[src/ipt_pkg.sv]
// ----------------------------------------------------------------------------
// ipt_pkg
// Shared types and constants of the indexed priority table: operation codes,
// controller states and the command/status bundles between control and data.
// ----------------------------------------------------------------------------
package ipt_pkg;

	localparam int DEF_TABLE_ENTRIES = 64;
	localparam int DEF_PRIORITY_BITS = 10;
	localparam int ID_W              = 6;
	localparam int AMOUNT_W          = 10;
	localparam int STAMP_W           = 32;
	localparam int OP_W              = 2;

	typedef enum logic [OP_W-1:0] {
		OP_INSERT   = 2'd0,
		OP_INCREASE = 2'd1,
		OP_REMOVE   = 2'd2,
		OP_QUERY    = 2'd3
	} op_t;

	typedef enum logic [2:0] {
		ST_CLEAR,
		ST_IDLE,
		ST_EXEC,
		ST_MODIFY,
		ST_SCAN,
		ST_DRAIN,
		ST_REPORT
	} state_t;

	typedef struct packed {
		logic latch;
		logic clr_we;
		logic cnt_clr;
		logic cnt_inc;
		logic wr_item;
		logic rd_item;
		logic wr_incr;
		logic scan_rd;
		logic best_clr;
		logic out_load;
	} ipt_cmd_t;

	typedef struct packed {
		op_t  op;
		logic in_range;
		logic cnt_last;
		logic rd_valid;
		logic out_free;
	} ipt_sts_t;

endpackage

[src/ipt_dp.sv]
// ----------------------------------------------------------------------------
// ipt_dp
// Datapath: item register, entry memory {valid, priority, stamp}, stamp
// counter, sweep counter, best-entry compare and the result register.
// ----------------------------------------------------------------------------
module ipt_dp import ipt_pkg::*; #(
	parameter int TABLE_ENTRIES = DEF_TABLE_ENTRIES,
	parameter int PRIORITY_BITS = DEF_PRIORITY_BITS
) (
	input  logic        clk,
	input  logic        arst_n,
	input  ipt_cmd_t    cmd,
	output ipt_sts_t    sts,
	input  logic [15:0] s_tdata,
	input  logic [1:0]  s_tuser,
	output logic        m_tvalid,
	input  logic        m_tready,
	output logic [7:0]  m_tdata,
	output logic [0:0]  m_tuser
);

	localparam int AW    = $clog2(TABLE_ENTRIES);
	localparam int PB    = PRIORITY_BITS;
	localparam int SW    = ((PB > AMOUNT_W) ? PB : AMOUNT_W) + 1;
	localparam int IDX_W = ((AW > ID_W) ? AW : ID_W) + 1;
	localparam int WW    = 1 + PB + STAMP_W;

	logic [ID_W-1:0]     in_id;
	logic [AMOUNT_W-1:0] in_amount;
	logic [AW+ID_W-1:0]  in_id_wide;

	op_t                 item_op_q;
	logic [AW-1:0]       item_addr_q;
	logic                item_in_range_q;
	logic [AMOUNT_W-1:0] item_amount_q;

	logic [STAMP_W-1:0]  stamp_q;
	logic [AW-1:0]       cnt_q;

	logic [WW-1:0]       mem [TABLE_ENTRIES];
	logic [WW-1:0]       rdata_q;
	logic                mem_we;
	logic [AW-1:0]       waddr;
	logic [WW-1:0]       wdata;
	logic                mem_re;
	logic [AW-1:0]       raddr;

	logic                rd_v;
	logic [PB-1:0]       rd_prio;
	logic [STAMP_W-1:0]  rd_stamp;

	logic [SW-1:0]       prio_max_ext;
	logic [SW-1:0]       amt_ext;
	logic [SW-1:0]       sum_ext;
	logic [PB-1:0]       ins_prio;
	logic [PB-1:0]       inc_prio;

	logic                cmp_vld_s1;
	logic [AW-1:0]       cmp_id_s1;
	logic                cmp_win;
	logic                best_found_q;
	logic [PB-1:0]       best_prio_q;
	logic [STAMP_W-1:0]  best_stamp_q;
	logic [AW-1:0]       best_id_q;
	logic [AW+ID_W-1:0]  best_id_wide;

	logic                out_valid_q;
	logic [ID_W-1:0]     out_id_q;
	logic                out_empty_q;

	assign in_id      = s_tdata[ID_W-1:0];
	assign in_amount  = s_tdata[ID_W+AMOUNT_W-1:ID_W];
	assign in_id_wide = {{AW{1'b0}}, in_id};

	always_ff @(posedge clk) begin
		if (cmd.latch) begin
			item_op_q       <= op_t'(s_tuser);
			item_addr_q     <= in_id_wide[AW-1:0];
			item_in_range_q <= ({{(IDX_W-ID_W){1'b0}}, in_id} < IDX_W'(TABLE_ENTRIES));
			item_amount_q   <= in_amount;
		end
	end

	always_ff @(posedge clk or negedge arst_n) begin
		if (!arst_n) begin
			stamp_q <= '0;
		end else if (cmd.wr_item && item_op_q == OP_INSERT) begin
			stamp_q <= stamp_q + STAMP_W'(1);
		end
	end

	always_ff @(posedge clk or negedge arst_n) begin
		if (!arst_n) begin
			cnt_q <= '0;
		end else if (cmd.cnt_clr) begin
			cnt_q <= '0;
		end else if (cmd.cnt_inc) begin
			cnt_q <= cnt_q + AW'(1);
		end
	end

	// priority saturation
	assign rd_v         = rdata_q[WW-1];
	assign rd_prio      = rdata_q[WW-2 -: PB];
	assign rd_stamp     = rdata_q[STAMP_W-1:0];
	assign prio_max_ext = {{(SW-PB){1'b0}}, {PB{1'b1}}};
	assign amt_ext      = {{(SW-AMOUNT_W){1'b0}}, item_amount_q};
	assign sum_ext      = {{(SW-PB){1'b0}}, rd_prio} + amt_ext;
	assign ins_prio     = (amt_ext > prio_max_ext) ? {PB{1'b1}} : amt_ext[PB-1:0];
	assign inc_prio     = (sum_ext > prio_max_ext) ? {PB{1'b1}} : sum_ext[PB-1:0];

	always_comb begin
		mem_we = cmd.clr_we | cmd.wr_item | cmd.wr_incr;
		waddr  = cmd.clr_we ? cnt_q : item_addr_q;
		wdata  = '0;
		if (cmd.wr_incr) begin
			wdata = {1'b1, inc_prio, rd_stamp};
		end else if (cmd.wr_item && item_op_q == OP_INSERT) begin
			wdata = {1'b1, ins_prio, stamp_q};
		end
		mem_re = cmd.rd_item | cmd.scan_rd;
		raddr  = cmd.rd_item ? item_addr_q : cnt_q;
	end

	always_ff @(posedge clk) begin
		if (mem_we) begin
			mem[waddr] <= wdata;
		end
	end

	always_ff @(posedge clk) begin
		if (mem_re) begin
			rdata_q <= mem[raddr];
		end
	end

	// scan compare, one entry per cycle; strict wins keep the lower id on full ties
	always_ff @(posedge clk or negedge arst_n) begin
		if (!arst_n) begin
			cmp_vld_s1 <= 1'b0;
		end else begin
			cmp_vld_s1 <= cmd.scan_rd;
		end
	end

	always_ff @(posedge clk) begin
		cmp_id_s1 <= cnt_q;
	end

	assign cmp_win = rd_v && (!best_found_q || rd_prio > best_prio_q ||
		(rd_prio == best_prio_q && rd_stamp < best_stamp_q));

	always_ff @(posedge clk or negedge arst_n) begin
		if (!arst_n) begin
			best_found_q <= 1'b0;
		end else if (cmd.best_clr) begin
			best_found_q <= 1'b0;
		end else if (cmp_vld_s1 && cmp_win) begin
			best_found_q <= 1'b1;
		end
	end

	always_ff @(posedge clk) begin
		if (cmp_vld_s1 && cmp_win) begin
			best_prio_q  <= rd_prio;
			best_stamp_q <= rd_stamp;
			best_id_q    <= cmp_id_s1;
		end
	end

	assign best_id_wide = {{ID_W{1'b0}}, best_id_q};

	always_ff @(posedge clk or negedge arst_n) begin
		if (!arst_n) begin
			out_valid_q <= 1'b0;
		end else if (cmd.out_load) begin
			out_valid_q <= 1'b1;
		end else if (m_tready) begin
			out_valid_q <= 1'b0;
		end
	end

	always_ff @(posedge clk) begin
		if (cmd.out_load) begin
			out_id_q    <= best_found_q ? best_id_wide[ID_W-1:0] : '0;
			out_empty_q <= !best_found_q;
		end
	end

	assign m_tvalid = out_valid_q;
	assign m_tdata  = {{(8-ID_W){1'b0}}, out_id_q};
	assign m_tuser  = out_empty_q;

	assign sts.op       = item_op_q;
	assign sts.in_range = item_in_range_q;
	assign sts.cnt_last = (cnt_q == AW'(TABLE_ENTRIES - 1));
	assign sts.rd_valid = rd_v;
	assign sts.out_free = !out_valid_q || m_tready;

endmodule

[src/ipt_ctrl.sv]
// ----------------------------------------------------------------------------
// ipt_ctrl
// Controller: clearing sweep after reset, item dispatch, read-modify-write
// for increase, and the query scan over all entries.
// ----------------------------------------------------------------------------
module ipt_ctrl import ipt_pkg::*; (
	input  logic     clk,
	input  logic     arst_n,
	input  logic     s_tvalid,
	output logic     s_tready,
	input  ipt_sts_t sts,
	output ipt_cmd_t cmd
);

	state_t state_q;
	state_t state_d;

	always_ff @(posedge clk or negedge arst_n) begin
		if (!arst_n) begin
			state_q <= ST_CLEAR;
		end else begin
			state_q <= state_d;
		end
	end

	always_comb begin
		state_d = state_q;
		unique case (state_q)
			ST_CLEAR: begin
				if (sts.cnt_last) state_d = ST_IDLE;
			end
			ST_IDLE: begin
				if (s_tvalid) state_d = ST_EXEC;
			end
			ST_EXEC: begin
				if (sts.op == OP_QUERY) begin
					state_d = ST_SCAN;
				end else if (sts.in_range && sts.op == OP_INCREASE) begin
					state_d = ST_MODIFY;
				end else begin
					state_d = ST_IDLE;
				end
			end
			ST_MODIFY: state_d = ST_IDLE;
			ST_SCAN: begin
				if (sts.cnt_last) state_d = ST_DRAIN;
			end
			ST_DRAIN: state_d = ST_REPORT;
			ST_REPORT: begin
				if (sts.out_free) state_d = ST_IDLE;
			end
			default: state_d = ST_CLEAR;
		endcase
	end

	always_comb begin
		cmd      = '0;
		s_tready = 1'b0;
		unique case (state_q)
			ST_CLEAR: begin
				cmd.clr_we  = 1'b1;
				cmd.cnt_inc = !sts.cnt_last;
				cmd.cnt_clr = sts.cnt_last;
			end
			ST_IDLE: begin
				s_tready  = 1'b1;
				cmd.latch = s_tvalid;
			end
			ST_EXEC: begin
				if (sts.op == OP_QUERY) begin
					cmd.cnt_clr  = 1'b1;
					cmd.best_clr = 1'b1;
				end else if (sts.in_range) begin
					cmd.rd_item = (sts.op == OP_INCREASE);
					cmd.wr_item = (sts.op != OP_INCREASE);
				end
			end
			ST_MODIFY: begin
				cmd.wr_incr = sts.rd_valid;
			end
			ST_SCAN: begin
				cmd.scan_rd = 1'b1;
				cmd.cnt_inc = !sts.cnt_last;
				cmd.cnt_clr = sts.cnt_last;
			end
			ST_DRAIN: begin
			end
			ST_REPORT: begin
				cmd.out_load = sts.out_free;
			end
			default: begin
			end
		endcase
	end

endmodule

[src/indexed_priority_table.sv]
// ----------------------------------------------------------------------------
// indexed_priority_table
// Table of up to TABLE_ENTRIES entries addressed by id, each with a priority
// and an arrival stamp. One beat carries one operation: insert (replaces a
// present id, fresh stamp), increase (saturating), remove, or query, which
// returns the highest-priority entry, earlier stamp and then lower id
// winning ties, or an empty flag. Only a query returns a beat. Insert and
// remove are a single write; increase is a memory read, then a write back;
// a query walks the entry memory through its single read port, one entry
// per cycle. After reset a clearing pass over all TABLE_ENTRIES entries
// runs before the first beat is taken.
// ----------------------------------------------------------------------------
module indexed_priority_table import ipt_pkg::*; #(
	parameter int TABLE_ENTRIES = DEF_TABLE_ENTRIES,
	parameter int PRIORITY_BITS = DEF_PRIORITY_BITS
) (
	input  logic        clk,
	input  logic        arst_n,
	input  logic        s_tvalid,
	output logic        s_tready,
	input  logic [15:0] s_tdata,   // entry_id[5:0], amount[15:6]
	input  logic [1:0]  s_tuser,   // op[1:0]
	output logic        m_tvalid,
	input  logic        m_tready,
	output logic [7:0]  m_tdata,   // top_id[5:0], zero pad[7:6]
	output logic [0:0]  m_tuser    // is_empty[0]
);

	ipt_cmd_t cmd;
	ipt_sts_t sts;

	ipt_ctrl u_ctrl (
		.clk      (clk),
		.arst_n   (arst_n),
		.s_tvalid (s_tvalid),
		.s_tready (s_tready),
		.sts      (sts),
		.cmd      (cmd)
	);

	ipt_dp #(
		.TABLE_ENTRIES (TABLE_ENTRIES),
		.PRIORITY_BITS (PRIORITY_BITS)
	) u_dp (
		.clk      (clk),
		.arst_n   (arst_n),
		.cmd      (cmd),
		.sts      (sts),
		.s_tdata  (s_tdata),
		.s_tuser  (s_tuser),
		.m_tvalid (m_tvalid),
		.m_tready (m_tready),
		.m_tdata  (m_tdata),
		.m_tuser  (m_tuser)
	);

`ifndef SYNTHESIS
	a_one_item: assert property (@(posedge clk) disable iff (!arst_n)
		s_tvalid && s_tready |=> !s_tready)
		else $error("beat accepted while previous item still in work");

	a_empty_id: assert property (@(posedge clk) disable iff (!arst_n)
		m_tvalid && m_tuser[0] |-> m_tdata == 8'd0)
		else $error("empty result carries nonzero id");

	a_load_free: assert property (@(posedge clk) disable iff (!arst_n)
		cmd.out_load |-> !m_tvalid || m_tready)
		else $error("result register overwritten before taken");
`endif

endmodule
[config.mk]
export PLATFORM = sky130hd
export DESIGN_NAME = indexed_priority_table
export DESIGN_NICKNAME = d
export VERILOG_FILES = /design/src/ipt_pkg.sv /design/src/ipt_dp.sv /design/src/ipt_ctrl.sv /design/src/indexed_priority_table.sv
export SDC_FILE = /design/constraint.sdc
export NUM_CORES = 2
export LEC_CHECK = 0
export ABC_AREA = 1
export BUFFER_PORTS_ARGS = -buffer_cell sky130_fd_sc_hd__buf_4
export CAP_MARGIN = 20
export CORE_MARGIN = 3
export CORE_UTILIZATION = 30
export DETAILED_ROUTE_END_ITERATION = 6
export PLACE_DENSITY = 0.42
export SYNTH_ARGS = -nofsm -noshare
export SYNTH_HDL_FRONTEND = slang
export SYNTH_SLANG_ARGS = --single-unit
[constraint.sdc]
create_clock -name clk -period 6.79 [get_ports clk]
set_clock_uncertainty 0.2 [all_clocks]
set_input_delay 0.679 -clock clk [delete_from_list [all_inputs] [get_ports clk]]
set_output_delay 0.679 -clock clk [all_outputs]
set_load 0.05 [all_outputs]
== Word-level counts from Yosys, hierarchy flattened ==
Memory sizes are Yosys's and may differ from the RTL's. A register that Yosys moved wholly into a read port is not among the register bits.
Index checks and enable logic that the tools add are counted.

* Muxes and demuxes: 33
* Bitwise gates (word level): 3
* Equal/unequal tests: 15
* Reduce and logical (&&, ||, !) cells: 17
* Add/subtract/negate cells: 3
* Magnitude comparators: 4

{| class="wikitable"
|+ Operator list
! operator !! number
|-
| 43-bit 2-to-1 mux || 2
|-
| 32-bit by 1-bit adder with 32-bit output (second input constant) || 1
|-
| 32-bit < comparator || 1
|-
| 6-bit 2-to-1 mux || 4
|-
| 3-bit one-hot mux with 7 select lines || 1
|-
| 10-bit 2-to-1 mux || 2
|-
| 1-bit 2-to-1 mux || 15
|-
| 3-bit 2-to-1 mux || 5
|-
| 10-bit by 10-bit adder with 11-bit output || 1
|-
| 11-bit by 10-bit > comparator with 1-bit output (second input constant) || 1
|-
| 10-bit == test || 1
|-
| 10-bit > comparator || 1
|-
| 10-bit > comparator (second input constant) || 1
|-
| 3-bit == test (second input constant) || 3
|-
| 2-bit by 1-bit inequality test with 1-bit output (second input constant) || 4
|-
| 6-bit by 1-bit adder with 6-bit output (second input constant) || 1
|-
| 3-bit by 2-bit == test with 1-bit output (second input constant) || 2
|-
| 6-bit == test (second input constant) || 1
|-
| 2-bit 2-to-1 mux || 3
|-
| 2-bit nonzero test || 3
|-
| 1-bit logical AND || 4
|-
| 4-bit AND reduction || 1
|-
| 3-bit by 1-bit == test with 1-bit output (second input constant) || 1
|-
| 1-bit logical NOT || 3
|-
| other kinds (9) || 13
|}

* Register bits after elaboration: 123
* Bits of input ports: 22
* Memories kept: 1
* RAM bits: 2752
* Word-level logic and storage cells: 91

{| class="wikitable"
|+ Memories
! name !! words !! bits a word !! rd ports !! clocked after memory_dff !! wr ports !! line !! text
|-
| u_dp.mem || 64 || 43 || 1 || 1 || 1 || ipt_dp.sv:40 || <nowiki>logic [WW-1:0] mem [TABLE_ENTRIES];</nowiki>
|}

== Longest topological paths before layout ==
* Depth in word-level cells: 7
* Gate-level depth with buffers: 15
* Mapped depth without buffers: 13

== By module ==
From an unflattened synthesis, not the netlist that was laid out.

* Cell total of the unflattened synthesis: 10694
* Area, all modules: 122603.8 sq um

{| class="wikitable"
|+ Modules (own cells, without submodules)
! module !! instances !! sequential area each (sq um) !! area an instance (sq um) !! cells an instance
|-
| ipt_dp || 1 || 87268.7 || 122308.6 || 10641
|-
| ipt_ctrl || 1 || 75.1 || 295.3 || 53
|}

== Worst setup path before layout ==
No wires, ideal clock.

* Kind: register to register
* From: register u_ctrl.state_q[0]
* To: memory u_dp.mem[0][31] (netlist bit) (data pin)
* Cell stages (with the launch flop): 7
* Buffers on the path: 1
* Library setup time: 702 ps
* Path slack: 2294 ps
* Data arrival time: 3594 ps
* Period minus slack after synthesis: 4496 ps
* Cells stage by stage: dfrtp_1 > inv_1 > nand2_2 > nor2_4 > nand3b_2 > clkbuf_1 > o21ai_0

* Cells in the longest elaborated chain, start to end: 5
* Elaborated cells on any way between the ends: 7

{| class="wikitable"
|+ RTL lines
! element !! line !! text
|-
| start: declaration || ipt_ctrl.sv:15 || <nowiki>state_t state_q;</nowiki>
|-
| start signal: assignment || ipt_ctrl.sv:22 || <nowiki>state_q <= state_d;</nowiki>
|-
| 3-bit by 2-bit == test with 1-bit output || ipt_ctrl.sv:59 || <nowiki>unique case (state_q)</nowiki>
|-
| 2-bit 2-to-1 mux || ipt_ctrl.sv:59 ||
|-
| 1-bit logical AND || ipt_dp.sv:118 || <nowiki>end else if (cmd.wr_item && item_op_q == OP_INSERT) begin</nowiki>
|-
| 43-bit 2-to-1 mux || ipt_dp.sv:118 ||
|-
| 43-bit 2-to-1 mux * || ipt_dp.sv:116 || <nowiki>if (cmd.wr_incr) begin</nowiki>
|-
| net u_dp.wdata[31] || ipt_dp.sv:44 || <nowiki>logic [WW-1:0] wdata;</nowiki>
|-
| end: declaration || ipt_dp.sv:40 ||
|}

Mark *: on every way through the listed nets, which the timed path passes. The rest lies on a longest branch.

== Worst setup path in the final report ==
* From: register u_dp.item_op_q[1]
* To: register u_dp.rdata_q[19], read port of u_dp.mem (data pin)

* Cells in the longest elaborated chain, start to end: 4
* Elaborated cells on any way between the ends: 6

{| class="wikitable"
|+ RTL lines
! element !! line !! text
|-
| start: declaration || ipt_dp.sv:32 || <nowiki>op_t item_op_q;</nowiki>
|-
| start signal: assignment || ipt_dp.sv:77 || <nowiki>item_op_q <= op_t'(s_tuser);</nowiki>
|-
| 2-bit by 1-bit == test with 1-bit output or 2-bit == test (tied branches) || ipt_ctrl.sv:74, ipt_ctrl.sv:70 ||
|-
| 2-bit 2-to-1 mux * || ipt_ctrl.sv:70 || <nowiki>if (sts.op == OP_QUERY) begin</nowiki>
|-
| 2-bit 2-to-1 mux * || ipt_ctrl.sv:59 ||
|-
| 6-bit 2-to-1 mux or 1-bit bitwise OR (tied branches) || ipt_dp.sv:122, ipt_dp.sv:121 ||
|-
| end: declaration || ipt_dp.sv:41 || <nowiki>logic [WW-1:0] rdata_q;</nowiki>
|}

Mark *: on every way between the ends. The rest lies on a longest branch, timed or not.
A chain may end at the register's enable or synchronous reset.

==> flow_summary.json <==
{
  "peakVddDrop_uv": 302,
  "rows": 238,
  "final_common_cell": "nand2_1",
  "num_vias": 86215,
  "cap_violations": 0,
  "antenna_found_initial": 28,
  "ant_nets": 0,
  "power.share.combinational_pct": 36.3,
  "gp_congestion": 0.799,
  "syn_inst": 12325,
  "synth-edff-count": 2868,
  "finalHoldViolCount": 0,
  "worstPathArrival_ns": 5.44,
  "crit_type": "flop to flop",
  "hold_class": "primary input to async pin",
  "critPathLaunchType": "flop",
  "coreArea_um2": 422000,
  "grt_pass1_wl_um": 612000,
  "min_period_ns": 4.87,
  "grt_pass1_vias": 84041,
  "end_kind": "flop",
  "syn_avg_cell_area_um2": 10.4,
  "wl_per_cell_um": 23.3,
  "avgViaCountPerCell": 4.71,
  "yosys-top-cells-area": "edfxtp_1 67%, nand3_1 11%, nand2_1 8.9%",
  "fp.dieH_um": 658,
  "async_flop_share_pct": 1.51,
  "area_delta_synth_final_pct": 15.2,
  "rrSetupSlack_ns": 1.92,
  "worstPathRequired_ns": 7.36,
  "synth_cell_types": 47,
  "switching_share_pct": 39.9,
  "p_switching_w": 0.0252,
  "ys_seq_area_share_pct": 68.4,
  "synth-simple-area-share_pct": 20.2,
  "io_pins": 33,
  "synth_xor_area_share_pct": 0.254,
  "initial_core_util_pct": 30.3,
  "post-route-drc-count": 0,
  "dr.pass1.iters": 6,
  "synthAdderAreaFrac_pct": 0.535,
  "status": "finished, final reports clean",
  "fmax_mhz": 206,
  "cts_max_path_buffers": 4,
  "muxShareOfSynthArea_pct": 0,
  "power.density_nw_per_um2": 429,
  "synthesis.area_um2": 128000,
  "h-tree-depth": 5,
  "nNetsFinal": 12464,
  "overflow": 0,
  "place_hpwl_um": 229000,
  "clkPwrFrac_pct": 28.6,
  "drive_above_1_share_pct": 7.21,
  "clkLatencyLatePin_ns": 0.94,
  "period_share_pct": 71.7,
  "cts_tree": "yes",
  "wirelength_um": 427000,
  "root_buffer": "clkbuf_16",
  "ys.flop_type": "edfxtp_1",
  "post_cts_buffers": 0,
  "drt-initial-drc-count": 8139,
  "yosysWarnings": 0,
  "grt_start_max_net_pins": 124,
  "ys_seq_elements": 2918,
  "worst_slew_pin_slew_ns": 1.12,
  "grt_use_total_pct": 19.3,
  "path_max_fanout": 50,
  "rsz0062_at_grt": "no",
  "clk_pin_slew_worst_paths_ns": 0.06,
  "seq_power_share_pct": 35.1,
  "numCtsBuffers": 335,
  "clock_sinks": 2918,
  "slew_violations": 0,
  "io_buffers": 30,
  "dp_cells": 17669,
  "relSlewSlack_pct": 25.3,
  "synth_compound_area_share_pct": 0.506,
  "fin_tns_setup_ns": 0,
  "synth_top_area_share_pct": 67.5,
  "leakagePower_nw": 61.9,
  "instances_no_fill": 18307,
  "finalSetupViolCount": 0,
  "final_cell_mix": "3,027 x nand2_1, 2,868 x edfxtp_1, 2,697 x nand3_1",
  "die_area_um2": 433000,
  "p_int_w": 0.0379,
  "die_w_um": 658,
  "synth_top_family_by_area": "simple AND/OR/NAND/NOR gates",
  "yosysTopAreaCell": "edfxtp_1"
}
==> cells in the mapped netlist, types with 2 or more instances <==
cell       count
o211ai_1       2
inv_2          6
buf_4         17
nand2_2        7
ha_1          53
dfxtp_1        6
nor4_1         4
nor2_1       110
edfxtp_1    2868
nor2_4         3
o21ai_0       48
o21ai_2        2
xor2_1        29
buf_1         44
a21oi_1       43
a31oi_1        7
o2111ai_1      2
nand3_1     2697
o21ai_1        2
clkbuf_1     148
nand4_1       16
a21boi_0       3
nor3_1        22
dfrtp_1       44
nand2_1     3040
xnor2_1        8
buf_2        406
inv_1       2666
o21a_1         3
buf_6          2
==> metal layers <==
| layer | up-vias | part of all wire, % | track usage (%) |
|---|---|---|---|
| met5 | - | 0 | 0 |
| li1 | 40137 | - | - |
| met1 | 43057 | 45 | 26.5 |
| met3 | 555 | 5.6 | 2.70 |
| met2 | 2466 | 47 | 32.2 |
| met4 | 0 | 2.3 | 4.45 |
==> sequential cells by signal, summed over array words and instances, names as in the netlist, 10 cells and up <==
name,flops
u_dp.mem,2752
u_dp.rdata_q,43
u_dp.best_stamp_q,32
u_dp.stamp_q,32
u_dp.best_prio_q,10
u_dp.item_amount_q,10
==> power groups by stage <==
stage	Sequential [W]	Clock, W	Combinational [W]
finish	0.0221	0.0181	0.0229
floorplan	0.0224	0	0.0133
global placement	0.0225	0	0.0229
detailed placement	0.0225	0	0.0230
global route	0.0222	0.0192	0.0250
CTS	0.0221	0.0185	0.0230
==> critical path: stages, from the launching register on <==
cell and delay (ns):
edfxtp_1 0.51, nor2_4 0.22, nand3_2 0.44, nand2_1 0.34
nand2_8 0.33, inv_8 0.61, buf_12 0.39, buf_4 0.37
nand3_1 0.16, nand3_1 0.14, nand3_1 0.09, nand3_1 0.14
nand3_1 0.37, nand2_1 0.19
==> layout make-up <==
class / instances / area, µm²
fillers: 42184 / 275000
clock buffers: 425 / 8900
well taps: 5640 / 7060
diodes: 6 / 15.0
multi-input cells: 6118 / 28400
clock inverters: 185 / 1900
flip-flops and latches: 2918 / 87300
repair buffers: 342 / 3470
inverters: 2673 / 10100
==> cell families (layout without fill, tap and decap cells) <==
group                    Yosys count  after routing
other                              1              8
adder cells (fa/ha/maj)           54             54
XOR/XNOR                          37             37
buffers and inverters           3290           3625
AND/OR/NAND/NOR                 5908           5908
flip-flops                      2918           2918
AO/OA/AOI/OAI                    117            117
==> final timing paths <==
path                                                   from                            to  cells after the start
worst max-delay path            u_dp.item_op_q[1]$_DFFE_PP_    u_dp.rdata_q[19]$_DFFE_PP_                     13
worst min-delay path                                 arst_n     u_dp.m_tvalid$_DFFE_PN0P_                      2
worst max register to register  u_dp.item_op_q[1]$_DFFE_PP_    u_dp.rdata_q[19]$_DFFE_PP_                     13
worst min register to register    u_dp.cmp_id_s1[3]$_DFF_P_   u_dp.best_id_q[3]$_DFFE_PP_                      0
max in group asynchronous                            arst_n  u_dp.stamp_q[13]$_DFFE_PN0P_                      2
min in group clk                  u_dp.cmp_id_s1[3]$_DFF_P_   u_dp.best_id_q[3]$_DFFE_PP_                      0
==> repair_timing <==
action | in CTS | in global routing
resized for setup | 0 | 0
hold buffers | 21 | 0
hold endpoints to repair | 64 | 0
==> stage by stage <==
step                      total power [W]  instance area (µm²)  util (%)  setup slack [ns]  hold WS (ns)
after global routing               0.0664               147000      34.9              1.71         0.175
final                              0.0631               147000      34.9              1.92         0.145
after global placement             0.0454               136000      32.2              1.92         0.194
after floorplan                    0.0357               128000         -              2.29         0.183
after CTS                          0.0637               147000      34.9              1.92         0.114
after detailed placement           0.0455               136000      32.2              1.94         0.192
No activity file was read; power rests on OpenSTA's default activity.
